<file path="config.mk">
export PLATFORM = sky130hd
export DESIGN_NAME = iirl_cell
export DESIGN_NICKNAME = d
export VERILOG_FILES = /design/src/rtl/core/indexed_insert_remove_list_unit_macros.svh /design/src/rtl/core/iirl_pkg.sv /design/src/rtl/core/iirl_cell.sv
export SDC_FILE = /design/constraint.sdc
export NUM_CORES = 1
export LEC_CHECK = 0
export ABC_CLOCK_PERIOD_IN_PS = 4400
export BUFFER_PORTS_ARGS = -buffer_cell sky130_fd_sc_hd__buf_4
export CORE_MARGIN = 8
export CORE_UTILIZATION = 38
export DETAILED_ROUTE_END_ITERATION = 8
export PLACE_DENSITY_LB_ADDON = 0.15
export SLEW_MARGIN = 20
export SYNTH_ARGS = -nofsm -noshare
export SYNTH_HDL_FRONTEND = slang
export SYNTH_SLANG_ARGS = --single-unit
</file>
<file path="constraint.sdc">
create_clock -name clock -period 4.4 [get_ports clock]
set_clock_uncertainty 0.1 [all_clocks]
set_input_delay 1.1 -clock clock [delete_from_list [all_inputs] [get_ports clock]]
set_output_delay 1.1 -clock clock [all_outputs]
set_load 0.005 [all_outputs]
</file>
<file path="src/rtl/core/indexed_insert_remove_list_unit_macros.svh">
// Assertion macros for the indexed insert/remove list unit.
// Included by the top-level module, which carries the concurrent assertions; no dependencies.
`ifndef INDEXED_INSERT_REMOVE_LIST_UNIT_MACROS_SVH
`define INDEXED_INSERT_REMOVE_LIST_UNIT_MACROS_SVH
`ifndef SYNTHESIS
`define IIRL_ASSERT_IMP(lbl, clk, rst, ante, cons) \
   lbl: assert property (@(posedge clk) disable iff (rst) (ante) |-> (cons)) \
      else $error("iirl assertion failed");
`define IIRL_ASSERT_NXT(lbl, clk, rst, ante, cons) \
   lbl: assert property (@(posedge clk) disable iff (rst) (ante) |=> (cons)) \
      else $error("iirl assertion failed");
`else
`define IIRL_ASSERT_IMP(lbl, clk, rst, ante, cons)
`define IIRL_ASSERT_NXT(lbl, clk, rst, ante, cons)
`endif
`endif

</file>
<file path="src/rtl/core/iirl_pkg.sv">
// Package for the indexed insert/remove list unit: sizes, codes, types.
// No dependencies; imported by every module of the unit.
package iirl_pkg;

   localparam int CAPACITY   = 256;
   localparam int ITEM_WIDTH = 32;

   localparam int KIND_W   = 3;
   localparam int POS_W    = 9;
   localparam int VALUE_W  = 32;
   localparam int STATUS_W = 2;
   localparam int FOUND_W  = 8;
   localparam int COUNT_W  = 9;

   localparam int CNT_W  = $clog2(CAPACITY + 1);
   localparam int IDX_W  = (CAPACITY > 1) ? $clog2(CAPACITY) : 1;
   localparam int CMP_W  = (CNT_W > POS_W) ? CNT_W : POS_W;

   localparam int GRP_SIZE = 16;
   localparam int GSEL_W   = $clog2(GRP_SIZE);
   localparam int NUM_GRP  = (CAPACITY + GRP_SIZE - 1) / GRP_SIZE;
   localparam int GIDX_W   = (NUM_GRP > 1) ? $clog2(NUM_GRP) : 1;
   localparam int PAD_CAP  = NUM_GRP * GRP_SIZE;
   localparam int PAD_W    = GIDX_W + GSEL_W;

   typedef enum logic [KIND_W-1:0] {
      KIND_APPEND     = 3'd0,
      KIND_INSERT     = 3'd1,
      KIND_REPLACE    = 3'd2,
      KIND_REMOVE     = 3'd3,
      KIND_READ       = 3'd4,
      KIND_FIND_FIRST = 3'd5,
      KIND_FIND_LAST  = 3'd6,
      KIND_CLEAR      = 3'd7
   } kind_type;

   typedef enum logic [STATUS_W-1:0] {
      STAT_OK    = 2'd0,
      STAT_RANGE = 2'd1,
      STAT_FULL  = 2'd2,
      STAT_MISS  = 2'd3
   } status_type;

   typedef enum logic [1:0] {
      ST_IDLE,
      ST_SCAN,
      ST_RESOLVE
   } state_type;

   typedef struct packed {
      logic                  wr;
      logic                  ins;
      logic                  rem;
      logic                  scan;
      logic [CMP_W-1:0]      pos;
      logic [CMP_W-1:0]      count;
      logic [ITEM_WIDTH-1:0] value;
   } cell_ctl_type;

endpackage

</file>
<file path="src/rtl/core/iirl_cell.sv">
// One storage cell of the list: holds one item, shifts with its neighbors,
// drives its compare and read-select lines. Depends on iirl_pkg.
module iirl_cell import iirl_pkg::*; (
   input  logic                  clock,
   input  logic                  reset,
   input  cell_ctl_type          ctl,
   input  logic [IDX_W-1:0]      cell_index,
   input  logic [ITEM_WIDTH-1:0] left_data,
   input  logic [ITEM_WIDTH-1:0] right_data,
   output logic [ITEM_WIDTH-1:0] cell_data,
   output logic [ITEM_WIDTH-1:0] rd_data,
   output logic                  match
);

   logic [ITEM_WIDTH-1:0] data_ff, data_in;
   logic                  match_ff, match_in;
   logic [CMP_W-1:0]      idx_w;

   assign idx_w = CMP_W'(cell_index);

   always_comb begin
      data_in = data_ff;
      if (ctl.wr && idx_w == ctl.pos) begin
         data_in = ctl.value;
      end else if (ctl.ins && idx_w > ctl.pos) begin
         data_in = left_data;
      end else if (ctl.rem && idx_w >= ctl.pos) begin
         data_in = right_data;
      end
      match_in = ctl.scan ? ((data_ff == ctl.value) && (idx_w < ctl.count)) : match_ff;
   end

   always_ff @(posedge clock) begin
      data_ff <= data_in;
      if (reset) begin
         match_ff <= 1'b0;
      end else begin
         match_ff <= match_in;
      end
   end

   assign cell_data = data_ff;
   assign rd_data   = (idx_w == ctl.pos) ? data_ff : '0;
   assign match     = match_ff;

endmodule

</file>
=== Yosys cells after proc, flatten, opt, wreduce, memory -nomap -nowiden ===
Index checks and enable logic that the tools add are counted.

* Order comparisons: 3
* Equal/unequal tests: 2
* Mux-type cells: 4
* Reduce and logical (&&, ||, !) cells: 5

{| class="wikitable"
|+ Operators by type and width
! cell !! number
|-
| $mux 32 || 4
|-
| $eq 32x32->1 || 1
|-
| $eq 8x9->1 || 1
|-
| $ge 8x9->1 || 1
|-
| $gt 8x9->1 || 1
|-
| $lt 8x9->1 || 1
|-
| $logic_and 1x1->1 || 4
|-
| $reduce_bool 3->1 || 1
|}

* Flip-flop bits (word level): 33
* Output and inout bits: 65
* Word-level logic and storage cells: 16

=== Longest topological paths before layout ===
* Depth in word-level cells: 5
* Gate-level depth with buffers: 9
* Gate-level depth less buffers: 7

=== Worst setup path after synthesis ===
No wires, ideal clock.

* Path type: input port to flip-flop
* Start: input port ctl[47] (netlist bit)
* End: register data_ff[0] (netlist: cell_data[0]) (enable)
* Library setup time: 0.441 ns
* Arrival: 4.008 ns
* Setup slack: -0.149 ns
* Cell stages on the path: 8
* Path buffers: 2
* Cells stage by stage: inv_1 ha_1 nand4b_4 nor3_2 nand2_1 buf_2 buf_2 a31oi_1

* Word-level cells in the longest chain between the ends: 3
* Elaborated cells between the ends (all ways): 7

{| class="wikitable"
|+ RTL lines
! element !! line !! text
|-
| from (decl) || iirl_cell.sv:6 || <nowiki>input cell_ctl_type ctl,</nowiki>
|-
| $gt 8x9->1 (tied with other cells) || iirl_cell.sv:25 || <nowiki>end else if (ctl.ins && idx_w > ctl.pos) begin</nowiki>
|-
| $logic_and 1x1->1, on equally long branches || iirl_cell.sv:25, iirl_cell.sv:23, iirl_cell.sv:27 ||
|-
| $reduce_bool 3->1 (no source line) (*) || - ||
|-
| to (signal assigned) || iirl_cell.sv:34 || <nowiki>data_ff <= data_in;</nowiki>
|-
| to (decl) || iirl_cell.sv:15 || <nowiki>logic [ITEM_WIDTH-1:0] data_ff, data_in;</nowiki>
|}

Every way passes the cells marked *; elsewhere a longest branch is shown, timed or not.
A chain may end at the register's enable or synchronous reset.

=== Final worst setup path ===
* Start: input port cell_index[7]
* End: output port rd_data[9]

* Word-level cells in the longest chain between the ends: 2

{| class="wikitable"
|+ RTL lines
! element !! line !! text
|-
| from (decl) || iirl_cell.sv:7 || <nowiki>input logic [IDX_W-1:0] cell_index,</nowiki>
|-
| $eq 8x9->1 || iirl_cell.sv:43 || <nowiki>assign rd_data = (idx_w == ctl.pos) ? data_ff : '0;</nowiki>
|-
| $mux 32 || iirl_cell.sv:43 ||
|-
| to (decl) || iirl_cell.sv:11 || <nowiki>output logic [ITEM_WIDTH-1:0] rd_data,</nowiki>
|}

Every way passes these cells.

==> results.md <==
* Status: complete, no violations
* TritonCTS Buffers at 5
* Total power at 0.000908 W
* Top-area cell type share of the netlist area at 35.5%
* # rows at 30
* Fin cells at 565
* Vias in the first global route at 2952
* NetSw at 0.000242 W
* Endpoint type of the worst setup path: primary output
* Post-CTS setup repair buffer count at 0
* FF/Latch Area at 981 um2
* P_int at 0.000666 W
* #FFs+latches synth at 33
* Setup CP Type: input pin to primary output
* Highest clock rate at 276 MHz
* Multi-input gate area at 0.00159 mm2
* Crit Reg-Reg Startpoint: cell_data[30]
* Mean number of vias per cell at 4.76
* DP Cell Count at 558
* Final setup vio count at 0
* Startpoint types: input pin
* Max Buffers Root-to-Sink at 2
* Post-cts gate resize count at 0
* Hold Startpoint: match
* GP Congestion at 0.878
* CTS Hold Bufs at 0
* Full die area at 0.0101 mm2
* LEAKAGE at 2.20 nW
* Initial antenna violation count at 0
* DIE WIDTH at 100 um
* Tightest Pin Transition at 635 ps
* Routed wire length at 9430 um
* CTS tree: done
* Via count at 2691
* Post-synth EDFFs at 32
* Post-DP HPWL at 7980 um
* Setup_tns at 0 ps
* DR pass1 iterations at 5
* Synthesized instance count at 279
* Top post-synthesis cells by count: 34 x a21oi_1, 34 x nor2_1, 32 x and2_1, 32 x edfxtp_1, 32 x mux2i_1
* Syn nets at 422
* GRT Util Overall at 18.1%
* Area growth, synth to finish at 59.6%
* Largest net degree at the start of global routing at 65
* Crit path time final at 3620 ps
* Power Density at 210 mW/mm2
* Synth cell types at 36
* CTS H-Tree Depth at 2
* Worst Setup SP: cell_index[7]
* Synth warnings at 0
* Post-synth ARST share at 0%
* Worst EP required at 3200 ps
* Routed WL per cell at 16.7 um
* Maximum vdd drop at 0.133 mV
* Top area cells in the synthesized netlist: edfxtp_1 36%, mux2i_1 12%, xnor2_1 8.7%, and2_1 7.4%, ha_1 6.9%
* Synth Flop Type: edfxtp_1
* Die H at 100 um
* Iteration-0 DRC count of the detailed router at 87
* Nets@finish at 612
* Clock Power Share at 23.0%
* Crit path max fanout at 18
* Worst slew margin at 57.6%
* Sequential share of the synthesized area at 36.3%
* # clock sinks at 33
* Gr ovfl total at 0
* Sw Ratio at 26.6%
* Buffers on Ports at 192
* Comb power frac at 31.4%
* Worst hold path type: flip-flop to flip-flop
* Period utilization at 82.3%
* Final Hold Viols at 0
* Post-synth top area cell: edfxtp_1
* Antenna Nets Post-Route at 0
* Total core area at 0.00683 mm2
* Clock Latency Late Sink at 270 ps
* RSZ-0062 raised after global routing: false
* Drt drc at 0
* Global-route wire length before repair at 14600 um
* Clock root cell: clkbuf_8
* Synth Cell Area at 0.00271 mm2
* Antenna Diode Count at 0
* Boundary Pins at 193
* Starting Density at 39.6%
* Final Slew Violations at 0
* MaxCap Viol Count at 0
* Avg Cell Area, Syn at 9.70 um2
* Worst-path clk slew at 60 ps
* Fillers at 609
* Layout cells sized above 1 at 44.3%
* Seq pwr share at 45.6%
* Data arrival, critical path at 2420 ps
==> cell families (layout without fill, tap and decap cells) <==
group	after synthesis	in the layout	synth area share (%)
AOI/OAI and AO/OA	46	46	9.57
xor gates and xnor gates	32	32	10.4
adders and majority gates	15	15	6.94
buffers and inverters	30	220	6.34
DFF	33	33	36.3
muxes	32	32	11.8
and+or+nand+nor	91	91	18.7
==> power by group through the flow <==
stage | clock network, W | registers, W | logic (W)
floorplan | 0 | 0.000416 | 0.000120
global placement | 0 | 0.000419 | 0.000285
detailed placement | 0 | 0.000421 | 0.000290
CTS | 0.000214 | 0.000415 | 0.000291
global route | 0.000227 | 0.000419 | 0.000312
finish | 0.000208 | 0.000414 | 0.000285
==> path summary, 6_finish.rpt <==
path                                   end  slack (ps)  cells after the start
worst min register to register       match         380                      2
worst max-delay path            rd_data[9]         780                      7
worst min-delay path                 match         380                      2
worst max register to register       match        2610                      5
==> sequential cells by signal (all words and copies together), names as in the netlist <==
register,count
match,1
cell_data,32
==> critical path, cell delays in order <==
cell      delay, ps
buf_4           110
ha_1            330
nand4b_4        150
nor3_4          220
buf_4           240
and2_1          150
buf_4           110
==> routing by layer <==
layer	track usage [%]	wire length, um	up-vias
li1	-	-	1362
met1	20.1	3710	1206
met2	32.5	4840	121
met3	6.71	851	2
met4	3.14	30	0
met5	0	0	-
==> final cells by class <==
type,instances,area share [%]
clock inverter,1,0.0870
timing repair buffer,197,34.6
multi-input combinational,216,36.8
sequential,33,22.7
clock buffer,6,1.68
inverter,16,1.39
tap,96,2.78
==> metrics by stage <==
step	hold slack [ps]	area [um2]	util, %	setup WS [ps]
after global routing	424	4320	63.2	694
after global placement	345	4240	62.1	815
final	381	4320	63.2	779
after floorplan	347	2710	-	502
after CTS	385	4320	63.2	777
after detailed placement	370	4240	62.1	780
==> cells in the final DEF, fill, tap and decap left out, types with 5 or more instances in the layout <==
cell / Yosys / layout
a21oi_1: 34 / 34
and2_1: 32 / 32
buf_4: 0 / 196
clkbuf_8: 0 / 5
edfxtp_1: 32 / 32
ha_1: 15 / 15
inv_1: 16 / 16
mux2i_1: 32 / 32
nand4_1: 8 / 8
nor2_1: 34 / 34
xnor2_1: 27 / 27
xor2_1: 5 / 5
(Power assumes the default switching activity.)
