$ cat src/rtl/core/indexed_insert_remove_list_unit_macros.svh
// Assertion macros for the indexed insert/remove list unit.
// Included by the top-level module, which carries the concurrent assertions; no dependencies.
`ifndef INDEXED_INSERT_REMOVE_LIST_UNIT_MACROS_SVH
`define INDEXED_INSERT_REMOVE_LIST_UNIT_MACROS_SVH
`ifndef SYNTHESIS
`define IIRL_ASSERT_IMP(lbl, clk, rst, ante, cons) \
   lbl: assert property (@(posedge clk) disable iff (rst) (ante) |-> (cons)) \
      else $error("iirl assertion failed");
`define IIRL_ASSERT_NXT(lbl, clk, rst, ante, cons) \
   lbl: assert property (@(posedge clk) disable iff (rst) (ante) |=> (cons)) \
      else $error("iirl assertion failed");
`else
`define IIRL_ASSERT_IMP(lbl, clk, rst, ante, cons)
`define IIRL_ASSERT_NXT(lbl, clk, rst, ante, cons)
`endif
`endif

$ cat src/rtl/core/iirl_pkg.sv
// Package for the indexed insert/remove list unit: sizes, codes, types.
// No dependencies; imported by every module of the unit.
package iirl_pkg;

   localparam int CAPACITY   = 256;
   localparam int ITEM_WIDTH = 32;

   localparam int KIND_W   = 3;
   localparam int POS_W    = 9;
   localparam int VALUE_W  = 32;
   localparam int STATUS_W = 2;
   localparam int FOUND_W  = 8;
   localparam int COUNT_W  = 9;

   localparam int CNT_W  = $clog2(CAPACITY + 1);
   localparam int IDX_W  = (CAPACITY > 1) ? $clog2(CAPACITY) : 1;
   localparam int CMP_W  = (CNT_W > POS_W) ? CNT_W : POS_W;

   localparam int GRP_SIZE = 16;
   localparam int GSEL_W   = $clog2(GRP_SIZE);
   localparam int NUM_GRP  = (CAPACITY + GRP_SIZE - 1) / GRP_SIZE;
   localparam int GIDX_W   = (NUM_GRP > 1) ? $clog2(NUM_GRP) : 1;
   localparam int PAD_CAP  = NUM_GRP * GRP_SIZE;
   localparam int PAD_W    = GIDX_W + GSEL_W;

   typedef enum logic [KIND_W-1:0] {
      KIND_APPEND     = 3'd0,
      KIND_INSERT     = 3'd1,
      KIND_REPLACE    = 3'd2,
      KIND_REMOVE     = 3'd3,
      KIND_READ       = 3'd4,
      KIND_FIND_FIRST = 3'd5,
      KIND_FIND_LAST  = 3'd6,
      KIND_CLEAR      = 3'd7
   } kind_type;

   typedef enum logic [STATUS_W-1:0] {
      STAT_OK    = 2'd0,
      STAT_RANGE = 2'd1,
      STAT_FULL  = 2'd2,
      STAT_MISS  = 2'd3
   } status_type;

   typedef enum logic [1:0] {
      ST_IDLE,
      ST_SCAN,
      ST_RESOLVE
   } state_type;

   typedef struct packed {
      logic                  wr;
      logic                  ins;
      logic                  rem;
      logic                  scan;
      logic [CMP_W-1:0]      pos;
      logic [CMP_W-1:0]      count;
      logic [ITEM_WIDTH-1:0] value;
   } cell_ctl_type;

endpackage

$ cat src/rtl/core/iirl_find.sv
// Two-level priority encoder over the registered match lines of the cells.
// Finds the lowest or highest hit. Depends on iirl_pkg.
module iirl_find import iirl_pkg::*; (
   input  logic [PAD_CAP-1:0] match_vec,
   input  logic               find_last,
   output logic               hit,
   output logic [PAD_W-1:0]   hit_index
);

   logic [NUM_GRP-1:0] grp_hit;
   logic [GSEL_W-1:0]  grp_pos [NUM_GRP];
   logic [GIDX_W-1:0]  grp_sel;

   function automatic logic [GSEL_W-1:0] pick_sub(input logic [GRP_SIZE-1:0] v,
                                                  input logic last);
      logic [GSEL_W-1:0] res;
      logic              fnd;
      res = '0;
      fnd = 1'b0;
      for (int i = 0; i < GRP_SIZE; i++) begin
         if (v[i] && (last || !fnd)) begin
            res = GSEL_W'(i);
            fnd = 1'b1;
         end
      end
      return res;
   endfunction

   function automatic logic [GIDX_W-1:0] pick_grp(input logic [NUM_GRP-1:0] v,
                                                  input logic last);
      logic [GIDX_W-1:0] res;
      logic              fnd;
      res = '0;
      fnd = 1'b0;
      for (int i = 0; i < NUM_GRP; i++) begin
         if (v[i] && (last || !fnd)) begin
            res = GIDX_W'(i);
            fnd = 1'b1;
         end
      end
      return res;
   endfunction

   always_comb begin
      for (int g = 0; g < NUM_GRP; g++) begin
         grp_hit[g] = |match_vec[g*GRP_SIZE +: GRP_SIZE];
         grp_pos[g] = pick_sub(match_vec[g*GRP_SIZE +: GRP_SIZE], find_last);
      end
      grp_sel   = pick_grp(grp_hit, find_last);
      hit       = |grp_hit;
      hit_index = {grp_sel, grp_pos[grp_sel]};
   end

endmodule

$ cat config.mk
export PLATFORM = sky130hd
export DESIGN_NAME = iirl_find
export DESIGN_NICKNAME = d
export VERILOG_FILES = /design/src/rtl/core/indexed_insert_remove_list_unit_macros.svh /design/src/rtl/core/iirl_pkg.sv /design/src/rtl/core/iirl_find.sv
export SDC_FILE = /design/constraint.sdc
export NUM_CORES = 1
export LEC_CHECK = 0
export BUFFER_PORTS_ARGS = -buffer_cell sky130_fd_sc_hd__buf_2
export CELL_PAD_IN_SITES_DETAIL_PLACEMENT = 0
export CELL_PAD_IN_SITES_GLOBAL_PLACEMENT = 1
export CORE_MARGIN = 1.5
export CORE_UTILIZATION = 25
export DETAILED_ROUTE_END_ITERATION = 8
export PLACE_DENSITY_LB_ADDON = 0.1
export SETUP_SLACK_MARGIN = 0.05
export SLEW_MARGIN = 25
export SYNTH_ARGS = -nofsm -noshare
export SYNTH_HDL_FRONTEND = slang
export SYNTH_SLANG_ARGS = --single-unit
$ cat constraint.sdc
create_clock -name vclk -period 5.1
set_clock_uncertainty 0.15 [all_clocks]
set_input_delay 0.765 -clock vclk [all_inputs]
set_output_delay 0.765 -clock vclk [all_outputs]
set_load 0.1 [all_outputs]
---- After elaboration in Yosys (flattened, before gate mapping) ----
Cells that the tools add are included.
storage, ports and cells
  bits in registers ....................... 0
  latch bits .............................. 0
  bits in writable memories ............... 0
  memory bits (read-only) ................. 0
  input bits .............................. 257
  output and inout port bits .............. 9
  word-level logic and storage cells ...... 1297
  memories ................................ 0
cells by class
  add/sub/neg operators ................... 0
  $mul .................................... 0
  divide/modulo/power cells ............... 0
  $lt $le $gt $ge ......................... 1
  eq/ne operators ......................... 0
  shifts and indexed selects .............. 0
  mux-type cells .......................... 513
  bitwise logic cells ..................... 1
  reductions and logical operators ........ 782
operators by type and width
  cell                                        number
  2-to-1 mux 4 bit                            234
  2-to-1 mux 1 bit                            272
  OR reduction 16 bit                         16
  OR reduction 256 bit                        1
  logical AND 1 bit                           255
  logical NOT 1 bit                           255
  logical OR 1 bit                            255
  binary-select mux 4 bit (select 4 bit)      1
  2-to-1 mux 3 bit                            4
  >= comparator 5 bit, second input constant  1
  NOT 4 -> 5 bit                              1
  2-to-1 mux 2 bit                            2

---- Longest topological paths before layout ----
Gate-level depths: netlist (run 1).
  depth in word-level cells ............... 66
  mapped depth ............................ 14
  gate-level depth less buffers ........... 11

---- Worst setup path before layout (run 1) ----
No wires, ideal clock.
  path type ............................... input-to-output
  start point ............................. in match_vec[81]
  end point ............................... out hit_index[3]
  data arrival time ....................... 5737 ps
  data required time ...................... 4185 ps
  path slack .............................. -1552 ps
  cell stages on the path ................. 11
  buffers on the path ..................... 0
  path through ............................ or4_1 > or4_4 > nor4_4 > and3_1 > o22ai_1 > nand2_1 > mux2i_1 > mux2i_1 > mux2i_1 > o2bb2ai_1 > a31oi_1
RTL lines
  element                                                  line             text
  start, declared                                          iirl_find.sv:4   input logic [PAD_CAP-1:0] match_vec,
  OR reduction 16 bit (*)                                  iirl_find.sv:46  grp_hit[g] = |match_vec[g*GRP_SIZE +: GRP_SIZE];
  logical AND 1 bit (*)                                    iirl_find.sv:36  if (v[i] && (last || !fnd)) begin
  2-to-1 mux 1 bit                                         iirl_find.sv:36
  logical NOT 1 bit                                        iirl_find.sv:36
  logical OR 1 bit                                         iirl_find.sv:36
  logical AND 1 bit                                        iirl_find.sv:36
  2-to-1 mux 1 bit                                         iirl_find.sv:36
  logical NOT 1 bit                                        iirl_find.sv:36
  (+31 left out)                                           n/a
  logical NOT 1 bit                                        iirl_find.sv:36
  logical OR 1 bit                                         iirl_find.sv:36
  logical AND 1 bit                                        iirl_find.sv:36
  2-to-1 mux 4 bit (*)                                     iirl_find.sv:36
  net hit_index[7]                                         iirl_find.sv:7   output logic [PAD_W-1:0] hit_index
  NOT 4 -> 5 bit (not written as such) (*)                 iirl_find.sv:51  hit_index = {grp_sel, grp_pos[grp_sel]};
  binary-select mux 4 bit (select 4 bit) (*)               iirl_find.sv:51
  2-to-1 mux 4 bit (not written as such) (*) (2 in a row)  iirl_find.sv:51
  end, declared                                            iirl_find.sv:7
Mark *: on every way through the listed nets, which the timed path passes. The rest lies on a longest branch. The select of a mux whose other input is x is not followed.

---- Worst setup path in the final report (run 1) ----
  start point ............................. in match_vec[1]
  end point ............................... out hit_index[1]
between the ends
  cells in the longest elaborated chain, start to end .. 66
RTL lines
  element                                                  line
  OR reduction 16 bit                                      iirl_find.sv:46
  2-to-1 mux 1 bit                                         iirl_find.sv:36
  logical NOT 1 bit                                        iirl_find.sv:36
  logical OR 1 bit                                         iirl_find.sv:36
  logical AND 1 bit                                        iirl_find.sv:36
  2-to-1 mux 1 bit                                         iirl_find.sv:36
  logical NOT 1 bit                                        iirl_find.sv:36
  logical OR 1 bit                                         iirl_find.sv:36
  (+49 left out)                                           n/a
  2-to-1 mux 1 bit                                         iirl_find.sv:36
  logical NOT 1 bit                                        iirl_find.sv:36
  logical OR 1 bit                                         iirl_find.sv:36
  logical AND 1 bit                                        iirl_find.sv:36
  2-to-1 mux 4 bit                                         iirl_find.sv:36
  NOT 4 -> 5 bit (not written as such)                     iirl_find.sv:51
  binary-select mux 4 bit (select 4 bit) (*)               iirl_find.sv:51
  2-to-1 mux 4 bit (not written as such) (*) (2 in a row)  iirl_find.sv:51
Mark *: on every way between the ends. The rest lies on a longest branch, timed or not. The select of a mux whose other input is x is not followed.

==> results.toml, run 1 <==
[synth]
yosys_warnings = 0
synth_cell_types = 78
syn_avg_cell_area_um2 = 5.88
syn-cell-area_mm2 = 0.00633
synth_fp_nets = 1335
synth_seq_area_share_pct = 0
synthCells = 1078

[cells_and_area]
syn_to_final_growth_pct = 54.2
stdcell_count = 1816
nFlopsAndLatches = 0
num-clock-buffers = 0
area.sequential_um2 = 0
n_fill_cell = 2741
fin_nets = 1744
final_common_cell = "buf_2"
final_core_util_pct = 39.0
layout-drive-gt1-share_pct = 34.3
final_cell_mix = "254 x buf_2, 173 x buf_4, 136 x nor2_1, 133 x a21oi_1, 77 x nand2_1"

[die]
fp.coreArea_mm2 = 0.0250
pin_count = 266
initial_core_util_pct = 25.3
dieWidth_um = 162
dieHeight_um = 162
die_area_mm2 = 0.0263
std_cell_rows = 58

[critical_path]
required_ps = 4180
critPathArrivalTime_ps = 4430
start_kind = "input port"
worst-path-max-fanout = 7
crit_buf_inv = 5
path_common_cell = "buf_6"
cp_cell_sequence = "buf_6 -> or4_4 -> or4_4 -> nor4_4 -> buf_6 -> a41oi_2 -> o32a_1 -> or2_1 -> a21oi_4 -> buf_12 -> buf_6 -> mux2i_2 -> mux2i_2 -> mux2i_1 -> a221o_2 -> buf_12"
cpPeakStageDelay_ps = 590
cp-end-kind = "primary output"
crit_type = "in2out"
critPathTopFamily = "simple AND/OR/NAND/NOR gates"
cp_slowest_cell = "or4_4"

[global_routing]
grt_usage_pct = 20.8
antenna_found_initial = 3
grt_pass1_vias = 9181
grt_max_degree = 65
grt_pass1_wl_mm = 46.0
grt.overflow.total = 0

[timing]
max-slew-margin-rel_pct = 63.1
fin_ws_ps = -250
max_freq_ghz = 0.187
rsz0062_at_grt = "true"
tightest_slew_ps = 549
slew_violations = 0
min_period_ps = 5350
setup_violations = 4
hold_violations = 0
holdWs_ps = 2230
finalCritPeriodShare_pct = 105

[routing]
drt_wl_total_mm = 29.3
drtAntennaViolNets = 0
post_drt_via_cell_ratio = 5.58
drt_iter0_drc = 637
first_pass_iters = 5
drcViolationCount = 0
routedWlPerCell_um = 16.1
vias = 10100

[place]
dp.cells = 1808
portBuffers = 266
place_hpwl_mm = 24.3
place_ws_ps = -309
place_congestion = 0.902

[power]
irDropWorstVdd_uv = 34.5
power_density_mw_per_mm2 = 86.7
leakagePower_uw = 0.00409
total_power_uw = 846

[status]
failed_checks = "negative setup slack"
status = "finished with violations"

[job]
drv_cap = 0

[hold_path]
hold_class = "in2out"
-- where the power goes --
group          switching (µW)  internal, µW   leakage (µW)  total (µW)
Sequential                  0             0              0           0
Combinational             468           378        0.00409         846
Clock                       0     0.0000263  0.00000000634   0.0000263
Total                     468           378        0.00409         846
-- repair_timing --
item                       CTS  global route
setup endpoints to repair    4             4
resized for setup           12            30
setup buffers                2             5
hold buffers                 0             0
pin swaps                    5             3
-- synthesized netlist by cell type, types with 7 or more instances --
cell type | count | area share, %
nand2b_1 | 17 | 1.7
mux2i_1 | 30 | 4.7
nand2_1 | 78 | 4.6
a31oi_1 | 20 | 2.0
o31ai_1 | 11 | 1.3
nand3_1 | 16 | 1.3
a2bb2oi_1 | 7 | 0.97
a22oi_1 | 15 | 1.8
o21bai_1 | 7 | 0.83
o211ai_1 | 11 | 1.3
nor2_1 | 136 | 8.1
nor3_1 | 53 | 4.2
nand4_1 | 10 | 0.99
nor4_1 | 65 | 6.4
buf_1 | 12 | 0.71
a211oi_1 | 11 | 1.3
or4_1 | 40 | 4.7
clkbuf_1 | 27 | 1.6
a21oi_1 | 135 | 11
and2_1 | 8 | 0.79
inv_1 | 43 | 2.5
nor2b_1 | 24 | 2.4
a21o_1 | 7 | 0.83
o22ai_1 | 54 | 5.3
or3_1 | 9 | 0.89
a21boi_0 | 7 | 0.83
o32ai_1 | 15 | 2.1
o21ai_0 | 71 | 5.6
o22a_1 | 7 | 0.97
o221ai_1 | 12 | 1.7
-- layout make-up --
class / count / area (µm²) / area share, %
inverter: 45 / 173 / 1.77
timing repair buffer: 451 / 2960 / 30.3
multi-input combinational: 989 / 6220 / 63.7
tap: 330 / 413 / 4.23
antenna: 1 / 2.50 / 0.0256
-- metal layers --
metal | wire, µm | GRT usage (%) | part of all wire (%) | vias up
met3 | 1790 | 2.25 | 6.1 | 28
met4 | 342 | 2.71 | 1.2 | 4
met1 | 13900 | 29.5 | 48 | 4620
met2 | 13200 | 34.5 | 45 | 314
met5 | 25 | 0 | 0.085 | -
li1 | - | - | - | 5172
-- path summary, 6_finish.rpt --
check	cells past startpoint	endpoint	startpoint	slack [ps]
worst max-delay path	16	hit_index[1]	match_vec[1]	-250
worst min-delay path	6	hit_index[0]	match_vec[175]	2230
-- kinds of logic (layout without fill, tap and decap cells) --
group / Yosys count / count (layout) / share of synthesized area, %
AND/OR/NAND/NOR: 495 / 495 / 41.4
AO/OA/AOI/OAI: 460 / 460 / 47.6
buffers and inverters: 89 / 496 / 5.61
multiplexers: 34 / 34 / 5.45
other: 0 / 1 / 0
-- per-stage QoR --
stage               instance area, µm²  setup TNS [ps]
global placement                  9500            -746
floorplan                         6430            -299
global route                      9770           -1270
finish                            9770            -835
CTS                               9580            -591
detailed placement                9500           -1030
No activity file was read; power rests on OpenSTA's default activity.
==> run 2, diff against run 1 <==
Settings changed: ABC_AREA from default to 1, RECOVER_POWER from default to 25.
==> run 2 against run 1 <==
The flow now finishes without violations; total power decreased by 12%; die area grew 6.4%; non-clock buffer count decreased by 175; sequential cell count stayed put; routed wire length is 11% lower; final area decreased by 14%; utilization is 6.9 points lower; largest power group unchanged.
==> results.toml, run 2 <==
[status]
status = "completed"

[die]
die_area_mm2 = 0.0280
std_cell_rows = 59
dieWidth_um = 167
dieHeight_um = 167
pin_count = 266
initial_core_util_pct = 25.7
fp.coreArea_mm2 = 0.0263

[routing]
first_pass_iters = 5
routedWlPerCell_um = 12.8
drcViolationCount = 0
drtAntennaViolNets = 0
post_drt_via_cell_ratio = 4.79
drt_iter0_drc = 461
drt_wl_total_mm = 26.2
vias = 9796

[timing]
fin_ws_ps = 469
setup_violations = 0
tightest_slew_ps = 1170
min_period_ps = 4630
final.setup.tns_ps = 0
hold_violations = 0
finalCritPeriodShare_pct = 90.8
max-slew-margin-rel_pct = 22.6
max_freq_ghz = 0.216
rsz0062_at_grt = "false"
slew_violations = 0

[cells_and_area]
num-clock-buffers = 0
syn_to_final_growth_pct = 25.1
layout-drive-gt1-share_pct = 20.3
final_area_mm2 = 0.00844
n_fill_cell = 3192
final_common_cell = "nand2_1"
fin_nets = 1968
multi_input_area_mm2 = 0.00579
area.sequential_um2 = 0
final_cell_mix = "452 x nand2_1, 259 x buf_2, 202 x nor2_1, 176 x inv_1, 145 x nand3_1"
diodes = 0
final_core_util_pct = 32.1
nFlopsAndLatches = 0
stdcell_count = 2044

[clock_tree]
post_cts_buffers = 0
cts_resized = 0
cts_hold_buf = 0

[global_routing]
grt.overflow.total = 0
grt_pass1_vias = 9023
grt_max_degree = 64
antenna_found_initial = 2
grt_usage_pct = 17.8
grt_pass1_wl_mm = 42.3

[place]
dp.cells = 2044
place_ws_ps = 498
placed_area_mm2 = 0.00844
place_congestion = 0.809
portBuffers = 266
place_hpwl_mm = 22.6

[synth]
syn_avg_cell_area_um2 = 4.58
ys_top_cells_by_count = "452 x nand2_1, 202 x nor2_1, 177 x inv_1"
synth_most_common_cell = "nand2_1"
synth_cell_types = 46
syn-cell-area_mm2 = 0.00674
netlist.area_leader.share_pct = 25.2
ys_top_cells_by_area = "nand2_1 25%, nor2_1 11%, nand3_1 11%, inv_1 9.9%, o21ai_0 9.8%"
synth_seq_area_share_pct = 0
synth_fp_nets = 1731
synth_top_cell_by_area = "nand2_1"
synthCells = 1474
yosys_warnings = 0

[critical_path]
cp_cell_sequence = "buf_2 -> inv_1 -> nand2_2 -> nor3_4 -> nand2_1 -> nor2_1 -> nand3_2 -> inv_2 -> nand2_4 -> o21ai_1 -> nand2_1 -> nand2_1 -> nand2_1 -> nand2_1 -> nand2_1 -> nand2_2 -> nand2_4 -> nand2_2 -> nand2_1 -> nand3_1 -> nand3_1 -> nand3_1 -> nand2_1 -> buf_12"
required_ps = 4180
worst-path-max-fanout = 29
cp-end-kind = "primary output"
cp_slowest_cell = "nand2_2"
critPathArrivalTime_ps = 3720
crit_type = "in2out"
start_kind = "input port"
cpPeakStageDelay_ps = 430
path_common_cell = "nand2_1"

[power]
irDropWorstVdd_uv = 36.9
leakagePower_uw = 0.00447
power_density_mw_per_mm2 = 88.6

[hold_path]
hold_class = "in2out"
hold_end = "hit_index[0]"
hold_depth = 8
hold_start = "match_vec[63]"

[job]
drv_cap = 0
## run 2: worst max path at each step
| stage | from | endpoint | slack [ps] |
|---|---|---|---|
| 3_3_place_gp | match_vec[193] | hit_index[2] | 540 |
| 2_1_floorplan | match_vec[177] | hit_index[0] | 490 |
| 6_report | match_vec[65] | hit_index[2] | 470 |
| 5_1_grt | match_vec[161] | hit_index[1] | 200 |
| 4_1_cts | match_vec[161] | hit_index[2] | 490 |
| 3_5_place_dp | match_vec[129] | hit_index[2] | 500 |
## run 2: per-layer routing
metal | vias up | wire length (µm) | track usage [%]
met5 | - | 23 | 0
met4 | 4 | 401 | 2.70
met3 | 26 | 1270 | 1.54
met2 | 228 | 12100 | 31.5
met1 | 4229 | 12400 | 23.9
li1 | 5309 | - | -
## run 2: layout make-up
class	instances	area share (%)
inverter	191	8.52
multi-input combinational	1242	68.6
tap	335	4.97
timing repair buffer	276	17.9
## run 2: logic make-up (layout without fill, tap and decap cells)
group	Yosys count	count (layout)	synth area share, %
simple gates	944	944	61.3
compound gates	298	298	24.6
buf+inv	232	467	14.1
## run 2: critical path, delay by kind of cell
family                 cells  cell delay, ps
AND/OR/NAND/NOR           19            2360
buffers and inverters      4             420
AO/OA/AOI/OAI              1             160
## run 2: power by group
group	internal (µW)	switching, µW	leakage, µW
registers	0	0	0
logic	278	470	0.00447
clock network	0	0	0
total	278	470	0.00447
## run 2: stage by stage
| stage | total power (µW) | hold slack [ps] |
|---|---|---|
| 3_3_place_gp | 756 | 2140 |
| 5_1_grt | 848 | 2190 |
| 4_1_cts | 757 | 2150 |
| 2_1_floorplan | 470 | 2030 |
| 6_report | 748 | 2140 |
| 3_5_place_dp | 753 | 2140 |
==> run 3, diff against run 2 <==
Settings changed: CORE_UTILIZATION 25 to 32.
==> run 3 against run 2 <==
Combinational power down 0.9%; via count down 0.77%; count of clock-buffer cells in the layout unchanged; cell count down 3.2%; final area down 1.1%; non-clock buffer count down 1; sequential share of layout area unchanged; total power down 0.89%; critical endpoint is now hit_index[1].
==> results.toml, run 3 (synthesis gave the netlist of run 2 again) <==
[status]
status = "completed"

[critical_path]
cp-end-kind = "primary output"
critPathArrivalTime_ps = 3720
cp_cell_sequence = "buf_2 -> nor2_1 -> nand3_1 -> nor2_1 -> nand2_1 -> nor2_2 -> nand4_1 -> or2_1 -> nor2_1 -> nand3_1 -> nand2_1 -> nand2_2 -> nand2_2 -> nor2_2 -> nand2_4 -> inv_2 -> nand3b_1 -> nand3_1 -> nand3_1 -> nand3_1 -> nand2_1 -> buf_12"
crit_type = "in2out"
worst-path-max-fanout = 15
critPathTopFamily = "simple AND/OR/NAND/NOR gates"
cpPeakStageDelay_ps = 260
path_common_cell = "nand3_1"
cp_slowest_cell = "or2_1"
start_kind = "input port"
crit_buf_inv = 3
required_ps = 4180

[power]
irDropWorstVdd_uv = 57.3
seq_power_share_pct = 0
swShare_pct = 62.8
p_int_uw = 276
p_clk_share_pct = 0
power_density_mw_per_mm2 = 88.9
leakagePower_uw = 0.00447
power.switching_uw = 466
combPwrFrac_pct = 100.0

[cells_and_area]
n_fill_cell = 2408
final_common_cell = "nand2_1"
fin_nets = 1967
num-clock-buffers = 0
diodes = 0
final_cell_mix = "452 x nand2_1, 259 x buf_2, 202 x nor2_1, 176 x inv_1, 145 x nand3_1"
nFlopsAndLatches = 0
layout-drive-gt1-share_pct = 20.3
syn_to_final_growth_pct = 23.7
area.sequential_um2 = 0

[global_routing]
grt_usage_pct = 21.0
grt.overflow.total = 0
grt_pass1_vias = 8811
grt_max_degree = 95
antenna_found_initial = 0
grt_pass1_wl_mm = 39.6

[timing]
max-slew-margin-rel_pct = 23.2
slew_violations = 0
max_freq_ghz = 0.216
min_period_ps = 4630
tightest_slew_ps = 1160
finalCritPeriodShare_pct = 90.9
rsz0062_at_grt = "false"
final.setup.tns_ps = 0
holdWs_ps = 2150
setup_violations = 0
hold_violations = 0

[place]
place_hpwl_mm = 20.5
portBuffers = 266
place_congestion = 0.856

[die]
initial_core_util_pct = 33.0
dieWidth_um = 148
dieHeight_um = 148
fp.coreArea_mm2 = 0.0204
std_cell_rows = 52
die_area_mm2 = 0.0220
pin_count = 266

[clock_tree]
post_cts_buffers = 0

[routing]
first_pass_iters = 5
drt_wl_total_mm = 24.3
drtAntennaViolNets = 0
post_drt_via_cell_ratio = 4.91
vias = 9721
drcViolationCount = 0
drt_iter0_drc = 505
routedWlPerCell_um = 12.3

[hold_path]
hold_class = "in2out"

[job]
drv_cap = 0
## run 3: final timing paths
| path | from | endpoint | slack (ps) | cells after the start |
|---|---|---|---|---|
| min | match_vec[63] | hit_index[0] | 2150 | 8 |
| max | match_vec[193] | hit_index[1] | 470 | 22 |
## run 3: final cells by class
type	instances	area, µm²	share of cell area (%)
Tap cell	270	338	4.05
Multi-Input combinational cell	1242	5800	69.5
Timing Repair Buffer	275	1490	17.8
Inverter	191	719	8.62
## run 3: layer usage
layer  vias to the layer above  global-route usage [%]  wire length [µm]
li1                       5301                       -                 -
met1                      4176                    28.2             11600
met2                       234                    38.0             11300
met3                        10                    1.53              1180
met4                         0                    1.88               214
met5                         -                       0                 0
## run 3: metrics by stage
stage	std cells	worst slack (ps)	cell area (µm²)	power [µW]	util (%)
6_report	1978	465	8340	741	40.8
5_1_grt	1978	144	8340	838	40.8
2_1_floorplan	1474	485	6740	470	-
4_1_cts	1978	334	8340	744	40.8
3_3_place_gp	1978	411	8340	741	40.8
3_5_place_dp	1978	338	8340	740	40.8
## run 3: what timing repair did
| item | 4_1_cts | 5_1_grt |
|---|---|---|
| endpoints found under the hold margin | 0 | 0 |
| resized for setup | 0 | 1 |
| hold buffers | 0 | 0 |
| endpoints found under the setup margin | 0 | 4 |
## run 3: power by group through the flow
stage | clock (µW) | sequential, µW | combinational (µW)
final | 0 | 0 | 741
after global placement | 0 | 0 | 741
after detailed placement | 0 | 0 | 740
after global routing | 0 | 0 | 838
after CTS | 0 | 0 | 744
after floorplan | 0 | 0 | 470
